<file path="src/hw/rtl/bda_pkg.sv">
// ----------------------------------------------------------------------------
// bda_pkg
// Shared constants and helpers for the binary to decimal ASCII converter.
// ----------------------------------------------------------------------------
package bda_pkg;

   // one BCD digit
   localparam int DIGIT_BITS = 4;

   // width of the ASCII digit field
   localparam int CHAR_BITS = 6;

   // '0'..'9' are 0x30..0x39: upper two bits of the 6-bit code are fixed
   localparam logic [1:0] ASCII_DIGIT_HI = 2'b11;

   // decimal digits needed for the largest value of the given bit width:
   // floor(bits * log10(2)) + 1, with log10(2) ~ 1233 / 4096
   function automatic int digits_for(input int bits);
      return ((bits * 1233) >> 12) + 1;
   endfunction

endpackage

</file>
<file path="src/hw/rtl/bda_channels.sv">
// ----------------------------------------------------------------------------
// bda_channels
// Valid/ready channels for the request (binary value) and the response
// (one ASCII digit per item).
// ----------------------------------------------------------------------------
interface bda_req_if #(parameter int VALUE_BITS = 32) ();
   logic                  valid;
   logic                  ready;
   logic [VALUE_BITS-1:0] value;

   modport source (output valid, output value, input ready);
   modport sink   (input valid, input value, output ready);
endinterface

interface bda_rsp_if import bda_pkg::*; ();
   logic                 valid;
   logic                 ready;
   logic [CHAR_BITS-1:0] digit_char;
   logic                 last_digit;

   modport source (output valid, output digit_char, output last_digit, input ready);
   modport sink   (input valid, input digit_char, input last_digit, output ready);
endinterface

</file>
<file path="src/hw/rtl/bda_dabble.sv">
// ----------------------------------------------------------------------------
// bda_dabble
// Shift-and-add-3 binary to BCD converter, one input bit per cycle.
// ----------------------------------------------------------------------------
module bda_dabble import bda_pkg::*; #(
   parameter int VALUE_BITS = 32,
   parameter int NDIG       = 10
) (
   input  logic                       clock,
   input  logic                       reset,
   bda_req_if.sink                    req_if,
   output logic                       bcd_valid,
   input  logic                       bcd_ready,
   output logic [NDIG*DIGIT_BITS-1:0] bcd
);

   localparam int BCD_BITS = NDIG * DIGIT_BITS;
   localparam int CW       = $clog2(VALUE_BITS + 1);

   localparam logic [1:0] ST_IDLE = 2'd0;
   localparam logic [1:0] ST_RUN  = 2'd1;
   localparam logic [1:0] ST_DONE = 2'd2;

   logic [1:0]            state_ff, state_in;
   logic [CW-1:0]         cnt_ff, cnt_in;
   logic [VALUE_BITS-1:0] bin_ff, bin_in;
   logic [BCD_BITS-1:0]   bcd_ff, bcd_in;
   logic [BCD_BITS-1:0]   adj;

   // add 3 to every digit of 5 or more before the shift
   always_comb begin
      adj = bcd_ff;
      for (int i = 0; i < NDIG; i++) begin
         if (bcd_ff[i*DIGIT_BITS +: DIGIT_BITS] >= 4'd5) begin
            adj[i*DIGIT_BITS +: DIGIT_BITS] = bcd_ff[i*DIGIT_BITS +: DIGIT_BITS] + 4'd3;
         end
      end
   end

   always_comb begin
      state_in = state_ff;
      cnt_in   = cnt_ff;
      bin_in   = bin_ff;
      bcd_in   = bcd_ff;
      unique case (state_ff)
         ST_IDLE: begin
            if (req_if.valid) begin
               bin_in   = req_if.value;
               bcd_in   = '0;
               cnt_in   = CW'(VALUE_BITS);
               state_in = ST_RUN;
            end
         end
         ST_RUN: begin
            bcd_in = {adj[BCD_BITS-2:0], bin_ff[VALUE_BITS-1]};
            bin_in = bin_ff << 1;
            cnt_in = cnt_ff - 1'b1;
            if (cnt_ff == CW'(1)) begin
               state_in = ST_DONE;
            end
         end
         ST_DONE: begin
            if (bcd_ready) begin
               state_in = ST_IDLE;
            end
         end
         default: begin
            state_in = ST_IDLE;
         end
      endcase
   end

   always_ff @(posedge clock) begin
      if (reset) begin
         state_ff <= ST_IDLE;
         cnt_ff   <= '0;
      end else begin
         state_ff <= state_in;
         cnt_ff   <= cnt_in;
      end
      bin_ff <= bin_in;
      bcd_ff <= bcd_in;
   end

   assign req_if.ready = (state_ff == ST_IDLE);
   assign bcd_valid    = (state_ff == ST_DONE);
   assign bcd          = bcd_ff;

   function automatic logic digits_ok(input logic [BCD_BITS-1:0] b);
      logic ok;
      ok = 1'b1;
      for (int i = 0; i < NDIG; i++) begin
         if (b[i*DIGIT_BITS +: DIGIT_BITS] > 4'd9) ok = 1'b0;
      end
      return ok;
   endfunction

   // every digit stays decimal while shifting and while handed off
   a_digits_decimal: assert property (@(posedge clock) disable iff (reset)
      (state_ff == ST_RUN || state_ff == ST_DONE) |-> digits_ok(bcd_ff))
      else $error("BCD digit out of range");

   // the final shift leads straight to the handoff
   a_run_ends: assert property (@(posedge clock) disable iff (reset)
      (state_ff == ST_RUN && cnt_ff == CW'(1)) |=> (state_ff == ST_DONE))
      else $error("conversion did not finish on its last bit");

   // a new value is taken only once the last result left this unit
   a_no_load_busy: assert property (@(posedge clock) disable iff (reset)
      (state_ff == ST_DONE && !bcd_ready) |=> (state_ff == ST_DONE))
      else $error("converted value dropped before handoff");

endmodule

</file>
<file path="src/hw/rtl/bda_emit.sv">
// ----------------------------------------------------------------------------
// bda_emit
// Digit serializer: drops leading zeros, then sends one ASCII digit per
// item, most significant first, through an output register.
// ----------------------------------------------------------------------------
module bda_emit import bda_pkg::*; #(
   parameter int NDIG = 10
) (
   input  logic                       clock,
   input  logic                       reset,
   input  logic                       bcd_valid,
   output logic                       bcd_ready,
   input  logic [NDIG*DIGIT_BITS-1:0] bcd,
   bda_rsp_if.source                  rsp_if
);

   localparam int BCD_BITS = NDIG * DIGIT_BITS;
   localparam int LW       = $clog2(NDIG + 1);

   logic [BCD_BITS-1:0]   dig_ff, dig_in;
   logic [LW-1:0]         left_ff, left_in;
   logic                  skip_ff, skip_in;
   logic                  oval_ff, oval_in;
   logic [DIGIT_BITS-1:0] ochr_ff, ochr_in;
   logic                  olast_ff, olast_in;
   logic [DIGIT_BITS-1:0] top;
   logic                  slot_free;

   assign top       = dig_ff[BCD_BITS-1 -: DIGIT_BITS];
   assign slot_free = !oval_ff || rsp_if.ready;
   assign bcd_ready = (left_ff == '0);

   always_comb begin
      dig_in   = dig_ff;
      left_in  = left_ff;
      skip_in  = skip_ff;
      oval_in  = oval_ff && !rsp_if.ready;
      ochr_in  = ochr_ff;
      olast_in = olast_ff;
      if (left_ff == '0) begin
         if (bcd_valid) begin
            dig_in  = bcd;
            left_in = LW'(NDIG);
            skip_in = 1'b1;
         end
      end else if (skip_ff && top == '0 && left_ff != LW'(1)) begin
         // drop a leading zero
         dig_in  = dig_ff << DIGIT_BITS;
         left_in = left_ff - 1'b1;
      end else if (slot_free) begin
         dig_in   = dig_ff << DIGIT_BITS;
         left_in  = left_ff - 1'b1;
         skip_in  = 1'b0;
         oval_in  = 1'b1;
         ochr_in  = top;
         olast_in = (left_ff == LW'(1));
      end
   end

   always_ff @(posedge clock) begin
      if (reset) begin
         left_ff <= '0;
         skip_ff <= 1'b0;
         oval_ff <= 1'b0;
      end else begin
         left_ff <= left_in;
         skip_ff <= skip_in;
         oval_ff <= oval_in;
      end
      dig_ff   <= dig_in;
      ochr_ff  <= ochr_in;
      olast_ff <= olast_in;
   end

   assign rsp_if.valid      = oval_ff;
   assign rsp_if.digit_char = {ASCII_DIGIT_HI, ochr_ff};
   assign rsp_if.last_digit = olast_ff;

   // leading-zero mode never outlives the run
   a_skip_in_run: assert property (@(posedge clock) disable iff (reset)
      (left_ff == '0) |-> !skip_ff)
      else $error("leading-zero mode with no digits left");

endmodule

</file>
<file path="src/hw/rtl/binary_to_decimal_ascii.sv">
// ----------------------------------------------------------------------------
// binary_to_decimal_ascii
// Unsigned binary to decimal ASCII text, one digit per result item.
// ----------------------------------------------------------------------------
// Each request item carries one unsigned VALUE_BITS-bit value. The block
// answers with its decimal digits as ASCII codes '0'..'9', most significant
// first, without leading zeros; zero gives a single '0'. last_digit marks
// the final digit of each run. A value passes through the shift-and-add-3
// converter (one input bit per cycle), a handoff, then the serializer,
// which steps through the decimal digit positions (leading zeros are
// dropped one per cycle) and sends the remaining digits as ASCII. The
// converter takes the next value while the serializer still sends the
// digits of the previous one. Items are independent; no state carries
// from one to the next.
// ----------------------------------------------------------------------------
module binary_to_decimal_ascii import bda_pkg::*; #(
   parameter int VALUE_BITS = 32
) (
   input  logic       clock,
   input  logic       reset,
   bda_req_if.sink    req_if,
   bda_rsp_if.source  rsp_if
);

   // digit count for the widest value
   localparam int NDIG = digits_for(VALUE_BITS);

   logic                       bcd_valid;
   logic                       bcd_ready;
   logic [NDIG*DIGIT_BITS-1:0] bcd;

   // binary to BCD, one bit per cycle; holds the result until the
   // serializer takes it
   bda_dabble #(
      .VALUE_BITS (VALUE_BITS),
      .NDIG       (NDIG)
   ) u_dabble (
      .clock     (clock),
      .reset     (reset),
      .req_if    (req_if),
      .bcd_valid (bcd_valid),
      .bcd_ready (bcd_ready),
      .bcd       (bcd)
   );

   // drop leading zeros, then advance one digit per response item
   bda_emit #(
      .NDIG (NDIG)
   ) u_emit (
      .clock     (clock),
      .reset     (reset),
      .bcd_valid (bcd_valid),
      .bcd_ready (bcd_ready),
      .bcd       (bcd),
      .rsp_if    (rsp_if)
   );

endmodule

</file>
<file path="src/flat_wrapper.sv">
// flat-port wrapper written by rule: the top's interface ports become plain ports
module binary_to_decimal_ascii_flat import bda_pkg::*;
#(
   parameter int VALUE_BITS = 32
)
  (clock, reset, req_if_valid, req_if_value, req_if_ready, rsp_if_valid, rsp_if_digit_char, rsp_if_last_digit, rsp_if_ready);
  bda_req_if #(.VALUE_BITS(VALUE_BITS)) req_if_i ();
  bda_rsp_if rsp_if_i ();
  input  logic clock;
  input  logic reset;
  input wire logic [$bits(req_if_i.valid)-1:0] req_if_valid;
  input wire logic [$bits(req_if_i.value)-1:0] req_if_value;
  output wire logic [$bits(req_if_i.ready)-1:0] req_if_ready;
  output wire logic [$bits(rsp_if_i.valid)-1:0] rsp_if_valid;
  output wire logic [$bits(rsp_if_i.digit_char)-1:0] rsp_if_digit_char;
  output wire logic [$bits(rsp_if_i.last_digit)-1:0] rsp_if_last_digit;
  input wire logic [$bits(rsp_if_i.ready)-1:0] rsp_if_ready;
  assign req_if_i.valid = req_if_valid;
  assign req_if_i.value = req_if_value;
  assign req_if_ready = req_if_i.ready;
  assign rsp_if_valid = rsp_if_i.valid;
  assign rsp_if_digit_char = rsp_if_i.digit_char;
  assign rsp_if_last_digit = rsp_if_i.last_digit;
  assign rsp_if_i.ready = rsp_if_ready;
  binary_to_decimal_ascii #(.VALUE_BITS(VALUE_BITS)) u_core (.clock(clock), .reset(reset), .req_if(req_if_i), .rsp_if(rsp_if_i));
endmodule
</file>
<file path="config.mk">
export PLATFORM = sky130hd
export DESIGN_NAME = binary_to_decimal_ascii_flat
export DESIGN_NICKNAME = d
export VERILOG_FILES = /design/src/hw/rtl/bda_pkg.sv /design/src/hw/rtl/bda_channels.sv /design/src/hw/rtl/bda_dabble.sv /design/src/hw/rtl/bda_emit.sv /design/src/hw/rtl/binary_to_decimal_ascii.sv /design/src/flat_wrapper.sv
export SDC_FILE = /design/constraint.sdc
export NUM_CORES = 1
export LEC_CHECK = 0
export CAP_MARGIN = 15
export CORE_UTILIZATION = 60
export CTS_BUF_LIST = sky130_fd_sc_hd__clkbuf_4 sky130_fd_sc_hd__clkbuf_8
export DETAILED_ROUTE_END_ITERATION = 10
export DONT_BUFFER_PORTS = 1
export PLACE_DENSITY_LB_ADDON = 0.2
export RECOVER_POWER = 50
export SETUP_SLACK_MARGIN = 0.15
export SYNTH_ARGS = -nofsm -noshare
export SYNTH_HDL_FRONTEND = slang
export SYNTH_HIERARCHICAL = 1
export SYNTH_SLANG_ARGS = --single-unit
</file>
<file path="constraint.sdc">
create_clock -name clock -period 2.61 [get_ports clock]
set_input_delay 0.3915 -clock clock [delete_from_list [all_inputs] [get_ports clock]]
set_output_delay 0.3915 -clock clock [all_outputs]
set_load 0.005 [all_outputs]
</file>
# Word level (Yosys, flattened, before mapping)
# Index checks and enable logic that the tools add are counted.
[op_classes] n_reduce_logical=17 n_addsub=12 bitwise_logic=2 mux=35 n_lt_le_gt_ge=10 eq_ne=10
[ops] cell="2-to-1 mux 40 bit" count=5
[ops] cell="case mux 40 bit (2 select lines)" count=1
[ops] cell="case mux 32 bit (2 select lines)" count=1
[ops] cell="2-to-1 mux 4 bit" count=13
[ops] cell="greater-or-equal comparator 4 x 3 -> 1 bit, second input constant" count=10
[ops] cell="adder 4 x 2 -> 4 bit, second input constant" count=9
[ops] cell="2-to-1 mux 32 bit" count=1
[ops] cell="case mux 6 bit (2 select lines)" count=1
[ops] cell="AND reduction 3 bit" count=3
[ops] cell="logical NOT 4 bit" count=2
[ops] cell="2-to-1 mux 1 bit" count=7
[ops] cell="equality test 6 x 1 -> 1 bit, second input constant" count=1
[ops] cell="2-to-1 mux 2 bit" count=3
[ops] cell="2-to-1 mux 6 bit" count=1
[ops] cell="inequality test 2 bit, second input constant" count=3
[ops] cell="case mux 2 bit (3 select lines)" count=1
[ops] cell="subtractor 6 x 1 -> 6 bit, second input constant" count=1
[ops] cell="equality test 4 x 1 -> 1 bit, second input constant" count=1
[ops] cell="inequality test 2 x 1 -> 1 bit, second input constant" count=2
[ops] cell="inequality test 4 x 1 -> 1 bit, second input constant" count=1
[ops] cell="AND reduction 2 bit" count=2
[ops] cell="nonzero test 2 bit" count=2
[ops] cell="subtractor 4 x 1 -> 4 bit, second input constant" count=1
[ops] cell="adder 3 x 2 -> 3 bit, second input constant" count=1
[ops] cell="9 further kinds" count=13
[totals] word_cells=96 input_bits=36 out_inout_bits=9 regBits=131

# Depth between registers and ports, before layout
# Gate-level depths: netlist of run 1.
[logic_depth] ltp_word=5 depth_mapped=8 mapped_depth_nobuf=6

# Hierarchy
# Netlist of run 1, hierarchy kept.
[modules_own_cells] mod="bda_dabble" cells_each=393 n_inst=1 area_each_um2=4011.3 seq_area_each_um2=2322.2
[modules_own_cells] mod="bda_emit" cells_each=136 n_inst=1 area_each_um2=2220.9 seq_area_each_um2=1471.4

# Worst setup path after synthesis of run 1
# Ideal clock, no wire load.
[synth_timing] path_type="reg-to-reg" start="register u_core.u_emit.left_ff[1]" end="register u_core.u_emit.dig_ff[0] (enable)" setup_time_ns=0.408 period_less_slack_ns=2.456 arrival_ns=2.048 t_required_ns=2.202 path_slack_ns=0.154 stages_incl_launch_ff=6 cell_sequence="dfxtp_1 > inv_1 > ha_1 > or3b_4 > a31oi_2 > o21ai_2"
[synth_via] elab_chain_cells=4
[synth_rtl] item="start: declaration" line="bda_emit.sv:21" text="logic [LW-1:0] left_ff, left_in;"
[synth_rtl] item="start signal: assignment" line="bda_emit.sv:66" text="left_ff <= left_in;"
[synth_rtl] item="inequality test 4 x 1 -> 1 bit" line="bda_emit.sv:46" text="end else if (skip_ff && top == '0 && left_ff != LW'(1)) begin"
[synth_rtl] item="logical AND 1 bit" line="bda_emit.sv:46"
[synth_rtl] item="nonzero test 3 bit (no line)"
[synth_rtl] item="AND reduction 2 bit (no line) (*)"
[synth_rtl] item="end signal: assignment" line="bda_emit.sv:70" text="dig_ff <= dig_in;"
[synth_rtl] item="end: declaration" line="bda_emit.sv:20" text="logic [BCD_BITS-1:0] dig_ff, dig_in;"
# Every way passes the cells marked *; elsewhere a longest branch is shown, timed or not.
# A chain may end at the register's enable or synchronous reset.

# Final worst setup path of run 1
[layout_timing] start="register u_core.u_dabble.state_ff[1]" end="register u_core.u_dabble.bcd_ff[32], in the netlist u_core/u_dabble/bcd[32] (enable)"
[layout_via] elab_chain_cells=3
[layout_rtl] item="start: declaration" line="bda_dabble.sv:24" text="logic [1:0] state_ff, state_in;"
[layout_rtl] item="start signal: assignment" line="bda_dabble.sv:78" text="state_ff <= state_in;"
[layout_rtl] item="equality test 2 x 1 -> 1 bit / logical NOT 2 bit (equally long branches)" line="bda_dabble.sv:45" text="unique case (state_ff)"
[layout_rtl] item="nonzero test 2 bit (no line) / inequality test 2 bit (equally long branches)"
[layout_rtl] item="AND reduction 2 bit (no line) (*)"
[layout_rtl] item="end signal: assignment" line="bda_dabble.sv:82" text="bcd_ff <= bcd_in;"
[layout_rtl] item="end: declaration" line="bda_dabble.sv:27" text="logic [BCD_BITS-1:0] bcd_ff, bcd_in;"
# Marks and branches as above.

==> results of run 1 <==
-- power by group through the flow --
stage / Clock (uW) / Sequential (uW) / Combinational, uW
2_1_floorplan: 0 / 3450 / 1550
3_3_place_gp: 0 / 3520 / 1820
3_5_place_dp: 0 / 3540 / 1920
4_1_cts: 1550 / 3500 / 1940
5_1_grt: 1630 / 3560 / 2100
6_report: 1500 / 3500 / 1900
-- cell usage in the layout (no fill, tap or decap), types with 4 or more instances in the layout --
cell,synthesis,layout
clkbuf_4,0,6
xor2_1,9,9
edfxtp_1,117,117
nand2b_1,13,13
nand2_1,116,116
mux2_2,37,37
nor3_1,13,13
dfxtp_1,14,14
nor2b_1,11,10
inv_1,28,28
xnor2_1,11,11
a211oi_1,11,11
nor2_1,30,30
o21ai_0,11,11
nor4_1,4,4
clkinv_1,0,5
and2_1,7,6
clkbuf_8,0,17
ha_1,25,25
a21oi_1,26,26
-- state kept, by name (all words and copies together), names as in the netlist --
| register | cells |
|---|---|
| u_core/u_emit/rsp_if.last_digit | 1 |
| u_core/u_emit/rsp_if.valid | 1 |
| u_core/u_emit/skip_ff | 1 |
| u_core/u_dabble/bcd | 40 |
| u_core/u_emit/ochr_ff | 4 |
| u_core/u_dabble/cnt_ff | 6 |
| u_core/u_emit/left_ff | 4 |
| u_core/u_dabble/state_ff | 2 |
| u_core/u_dabble/bin_ff | 32 |
| u_core/u_emit/dig_ff | 40 |
-- what timing repair did --
| item | in CTS | in global routing |
|---|---|---|
| hold buffers | 1 | 2 |
| buffers inserted | 0 | 0 |
| hold endpoints to repair | 3 | 5 |
-- how the worst max path moves through the flow --
stage,from,endpoint,slack (ns),cells after the start
after floorplan,u_core/u_emit/left_ff[1],u_core/u_emit/dig_ff[0],0.15,5
after global placement,u_core/u_emit/left_ff[0],u_core/u_emit/left_ff[0],0.69,7
after detailed placement,u_core/u_emit/left_ff[0],u_core/u_emit/left_ff[0],0.58,7
after CTS,u_core/u_emit/left_ff[0],u_core/u_emit/left_ff[0],0.53,7
after global routing,u_core/u_dabble/state_ff[0],u_core/u_dabble/bcd[19],0.33,3
final,u_core/u_dabble/state_ff[1],u_core/u_dabble/bcd[32],0.51,3
-- cells in the mapped netlist (2+ instances only) --
| library cell | n |
|---|---|
| o21ai_0 | 11 |
| clkbuf_1 | 5 |
| buf_1 | 7 |
| and2_1 | 7 |
| a211oi_1 | 11 |
| or3b_4 | 2 |
| edfxtp_1 | 117 |
| nand2b_1 | 13 |
| buf_4 | 5 |
| or3_1 | 3 |
| nor3_1 | 13 |
| nor4_1 | 4 |
| nor2b_1 | 11 |
| mux2_2 | 37 |
| dfxtp_1 | 14 |
| inv_1 | 28 |
| nor2_1 | 30 |
| xnor2_1 | 11 |
| nand2_1 | 116 |
| a21oi_1 | 26 |
| buf_2 | 3 |
| ha_1 | 25 |
| xor2_1 | 9 |
-- metal layers --
metal	track usage	share of wire	up-vias
li1	-	-	1865
met1	0.254	0.46	1823
met2	0.329	0.49	71
met3	0.0664	0.040	12
met4	0.0612	0.0097	0
met5	0	0	-
-- final cells by class --
cell class	instances	area, um^2
clock buffer	23	279
clock inverter	9	63.8
fill	715	3160
inverter	28	105
multi-input combinational	351	2250
sequential	131	3790
tap	133	166
timing repair buffer	11	86.3
-- through the flow --
step	hold WS, ns	std cells	util	setup WS (ns)
detailed placement	0.461	651	0.648	0.582
finish	0.0329	686	0.681	0.506
global route	0.000323	686	0.681	0.331
CTS	0.000603	684	0.683	0.531
floorplan	0.461	530	-	0.154
global placement	0.461	651	0.648	0.691
-- logic make-up (layout without fill, tap and decap cells) --
group / count (synthesis) / in the layout / share of synthesized area
and+or+nand+nor: 210 / 210 / 0.157
DFF: 131 / 131 / 0.609
AOI/OAI and AO/OA: 57 / 57 / 0.0558
buffers and inverters: 48 / 71 / 0.0325
muxes: 37 / 37 / 0.0669
adders and majority gates: 25 / 25 / 0.0502
xor gates and xnor gates: 20 / 20 / 0.0281
other: 1 / 2 / 0.000602
==> impl_metrics.tcl, run 1 <==
set metrics [dict create \
    finalHoldViolCount 0 \
    p_sw_frac 0.293 \
    clockBufferDepth 2 \
    ant_nets 0 \
    finalPower_uw 6900 \
    die_w_um 104 \
    leakage_uw 0.00262 \
    startpoint_type "register" \
    nNetsFinal 601 \
    min_from "reset" \
    worstPathCellList "o21bai_1 > inv_1 > clkbuf_1" \
    drt_iter0_drc 208 \
    clkSlewWorstSetupHoldPaths_ns 0.07 \
    drc 0 \
    setup_viol_count_final 0 \
    cpPeakStageDelay_ns 0.97 \
    ios 45 \
    numClockSinks 131 \
    cp_num_buf_inv 2 \
    rows 36 \
    grt.total_usage 0.201 \
    critPathMaxFanout 23 \
    yosys-top-cells-area "edfxtp_1 (56%), nand2_1 (7.0%), mux2_2 (6.7%)" \
    synth.top_cell.area_share 0.564 \
    reg2reg_slack_ns 0.51 \
    reg2reg_depth 3 \
    reg2reg_from "u_core/u_dabble/state_ff[1]" \
    maxCapViolations 0 \
    min_to "u_core/u_dabble/cnt_ff[5]" \
    post-route-period-util 0.806 \
    power_frac_seq 0.507 \
    yosys_warnings 6 \
    ys_seq_area_frac 0.609 \
    via_per_inst 5.50 \
    dieArea_um2 10800 \
    grt_overflow 0 \
    grt_pass1_wl_um 17000 \
    synth_seq_cells 131 \
    crit_arrival_ns 2.13 \
    clock_skew_ns 0.00827 \
    hpwl_um 6650 \
    routabilityCongestion 0.750 \
    cp_top_family "buffers and inverters" \
    die_y_um 104 \
    clkLatencyLatePin_ns 0.42 \
    rsz0062_at_grt "false" \
    avgSynthCellArea_um2 11.8 \
    area_growth_syn_to_layout_pct 8.25 \
    grt_pass1_vias 3682 \
    crit_type "register to register" \
    post_cts_resized 0 \
    status "finished, final reports clean" \
    maxSlewViolCount 0 \
    cts_tree "yes" \
    wire_per_inst_um 14.7 \
    root_buffer "clkbuf_8" \
    synthCells 529 \
    numCtsBuffers 17 \
    tns_ns 0 \
    r2r_end "u_core/u_dabble/bcd[32]" \
    ys_types 44 \
    required_ns 2.64 \
    cp-end-kind "register" \
    wirelength_um 10100 \
    placed_area_um2 6420 \
    coreArea_um2 9910 \
    power.density_nw_per_um2 1020 \
    antenna_found_initial 0 \
    drive_gt1_frac 0.146 \
    power_frac_comb 0.276 \
    internal_power_uw 4870 \
    start_util 0.629 \
    slew_headroom 0.115 \
    vias 3771 \
    htree_num_levels 4 \
    async_flop_share 0 \
    diodes 0 \
    period_needed_ns 2.10 \
    timing.fmax_ghz 0.475 \
    synth_top_flop_cell "edfxtp_1" \
    synth_edf_count 117 \
    drt-pass1-iter-count 4 \
    min_path_cells 1 \
    clkPwrFrac 0.218 \
    hp-class "input port to register" \
    tightest_slew_ns 1.33 \
    netlist_area_um2 6230 \
    ir_drop_mv 0.584 \
    synth_area_leader_cell "edfxtp_1" \
    switchingPower_uw 2020 \
    portBuffers 0 \
    critPathSlowestCell "clkbuf_1" \
    stdcell_area_um2 6750 \
    grt_max_degree 50 \
]
(Power assumes the default switching activity.)
==> run 2: changes to the inputs <==
Settings changed: ABC_AREA from default to 1, CORE_UTILIZATION 60 to 65.
Clock period 2.61 ns to 2 ns, I/O delays scaled along.
==> run 2 against run 1 <==
Combinational power rose by 23%. Sequential share of layout area down 1.6 points. Maximum frequency increased by 21%. Cell count up 20%. Cell area up 3.0%. Clock skew increased by 0.0024 ns. Hold slack gained 0.031 ns. Clock-buffer cell count down 4. Worst setup slack worse by 0.25 ns. Via count is 15% higher. Die area fell by 6.5%. Critical endpoint is now u_core/u_emit/dig_ff[24]. Largest power group unchanged.
==> impl_metrics.tcl, run 2 <==
set metrics [dict create \
    clkSlewWorstSetupHoldPaths_ns 0.08 \
    synthMuxAreaShare 0 \
    synth_commonest_cells "nand2_1 (256), edfxtp_1 (117), inv_1 (68)" \
    ant_nets 0 \
    crit_type "register to register" \
    drt-pass1-iter-count 5 \
    cp_num_buf_inv 2 \
    post-route-period-util 0.870 \
    netlist_area_um2 6300 \
    synth-simple-area-share 0.217 \
    startpoint_type "register" \
    portBuffers 0 \
    required_ns 2.13 \
    hpwl_um 7150 \
    timing.fmax_ghz 0.574 \
    synthAdderAreaFrac 0.0496 \
    start_util 0.676 \
    nNetsFinal 744 \
    grt_max_degree 40 \
    reg2reg_slack_ns 0.26 \
    critPathMaxFanout 19 \
    ys_seq_area_frac 0.602 \
    rsz0062_at_grt "false" \
    ios 45 \
    grt_overflow 0 \
    async_flop_share 0 \
    yosysMostFrequentCell "nand2_1" \
    synth_top_family_by_area "simple AND/OR/NAND/NOR gates" \
    drt_iter0_drc 243 \
    yosys_warnings 6 \
    tns_ns 0 \
    synthCells 673 \
    wirelength_um 10500 \
    status "finished, final reports clean" \
    finalHoldViolCount 0 \
    ys_types 30 \
    cp-end-kind "register" \
    grt_pass1_wl_um 18200 \
    diodes 0 \
    clockBufferDepth 2 \
    drive_gt1_frac 0.0718 \
    period_needed_ns 1.74 \
    synth_seq_cells 131 \
    yosys-top-cells-area "edfxtp_1 (56%), nand2_1 (15%), ha_1 (5.0%)" \
    maxCapViolations 0 \
    coreArea_um2 9330 \
    power.density_nw_per_um2 1350 \
    synth_top_flop_cell "edfxtp_1" \
    drc 0 \
    cts_tree "yes" \
    synth_edf_count 117 \
    setup_viol_count_final 0 \
    wire_per_inst_um 12.7 \
    clkLatencyLatePin_ns 0.42 \
    area_growth_syn_to_layout_pct 10.2 \
    slew_headroom 0.580 \
    crit_path_frequent_cell "nand2_1" \
    htree_num_levels 4 \
    cpPeakStageDelay_ns 0.33 \
    hp-class "input port to register" \
    final_common_cell "nand2_1" \
    maxSlewViolCount 0 \
    via_per_inst 5.25 \
    leakage_uw 0.00309 \
    tightest_slew_ns 0.631 \
    routabilityCongestion 0.885 \
    final_cell_mix "nand2_1 (256), edfxtp_1 (117), inv_1 (69)" \
    rows 35 \
    root_buffer "clkbuf_8" \
    synth_xor_area_frac 0.0125 \
    cp_top_family "simple AND/OR/NAND/NOR gates" \
    worstPathCellList "inv_1 > ha_1 > nand2_1 > nand3_1 > nand2_1 > nand2_2 > nand2_4 > buf_12" \
    die_y_um 100 \
    final.hold.worst_slack_ns 0.0641 \
    avgSynthCellArea_um2 9.37 \
    synth_area_leader_cell "edfxtp_1" \
    postCtsSetupBuffers 0 \
    die_w_um 100 \
    vias 4329 \
    clock_skew_ns 0.0106 \
    synth.top_cell.area_share 0.557 \
    numClockSinks 131 \
    grt_pass1_vias 4208 \
    antenna_found_initial 0 \
    critPathSlowestCell "dfxtp_1" \
    ir_drop_mv 0.628 \
    dieArea_um2 10100 \
    crit_arrival_ns 1.87 \
    numCtsBuffers 17 \
    synth_compound_area_frac 0.0562 \
    fill_cells 661 \
    grt.total_usage 0.232 \
]
## run 2: changes by cell type after synthesis, moves of 7 or more
cell / delta
buf_2: +7
nand3_1: +9
a211oi_1: -10
inv_1: +40
nand2_1: +140
o21ai_0: +15
mux2_2: -37
nand2b_1: -13
xnor2_1: -11
nor2b_1: -11
a21oi_1: +9
nor2_1: +23
buf_1: -7
## run 2: layout make-up
type                       instances  area, um^2  area share
sequential                       131        3790       0.546
multi-input combinational        451        2130       0.306
inverter                          70         263      0.0378
clock buffer                      19         262      0.0376
clock inverter                    13         205      0.0295
tap                              129         161      0.0232
timing repair buffer              12         134      0.0193
## run 2: cells by family after synthesis
group,after synthesis
AND/OR/NAND/NOR,346
other,1
AO/OA/AOI/OAI,69
adder cells (fa/ha/maj),25
XOR/XNOR,9
flip-flops,131
buffers and inverters,92
## run 2: where the power goes
part | total (uW) | switching (uW) | leakage, uW | internal [uW]
Combinational | 2330 | 1550 | 0.00154 | 780
Clock | 2560 | 1010 | 0.000228 | 1550
Sequential | 4490 | 363 | 0.00132 | 4130
Total | 9380 | 2920 | 0.00309 | 6460
## run 2: routing by layer
layer / vias up / share of wire / wire [um] / track usage
met5: - / 0 / 0 / 0
met4: 0 / 0.011 / 120 / 0.0769
met3: 13 / 0.051 / 535 / 0.0499
met2: 125 / 0.50 / 5230 / 0.399
met1: 1995 / 0.44 / 4630 / 0.294
li1: 2196 / - / - / -
## run 2: path summary, 6_finish.rpt
check	from	endpoint	cells past startpoint
worst max-delay path	u_core/u_emit/left_ff[1]	u_core/u_emit/dig_ff[24]	8
worst max register to register	u_core/u_emit/left_ff[1]	u_core/u_emit/dig_ff[24]	8
worst min-delay path	req_if_value[23]	u_core/u_dabble/bin_ff[23]	2
worst min register to register	u_core/u_emit/dig_ff[38]	u_core/u_emit/ochr_ff[2]	0
## run 2: timing repair
| action | CTS | global route |
|---|---|---|
| hold buffers | 1 | 0 |
| gates resized for setup | 0 | 1 |
| setup endpoints to repair | 0 | 33 |
| endpoints found under the hold margin | 5 | 0 |
## run 2: stage by stage
stage	utilization	total power (uW)	std cells	setup WS, ns	area, um^2
after floorplan	-	6270	674	0.189	6320
after global placement	0.695	6750	792	0.342	6480
after detailed placement	0.695	6880	792	0.275	6480
after CTS	0.746	9450	825	0.260	6960
after global routing	0.745	9970	825	0.107	6950
final	0.745	9380	825	0.259	6950
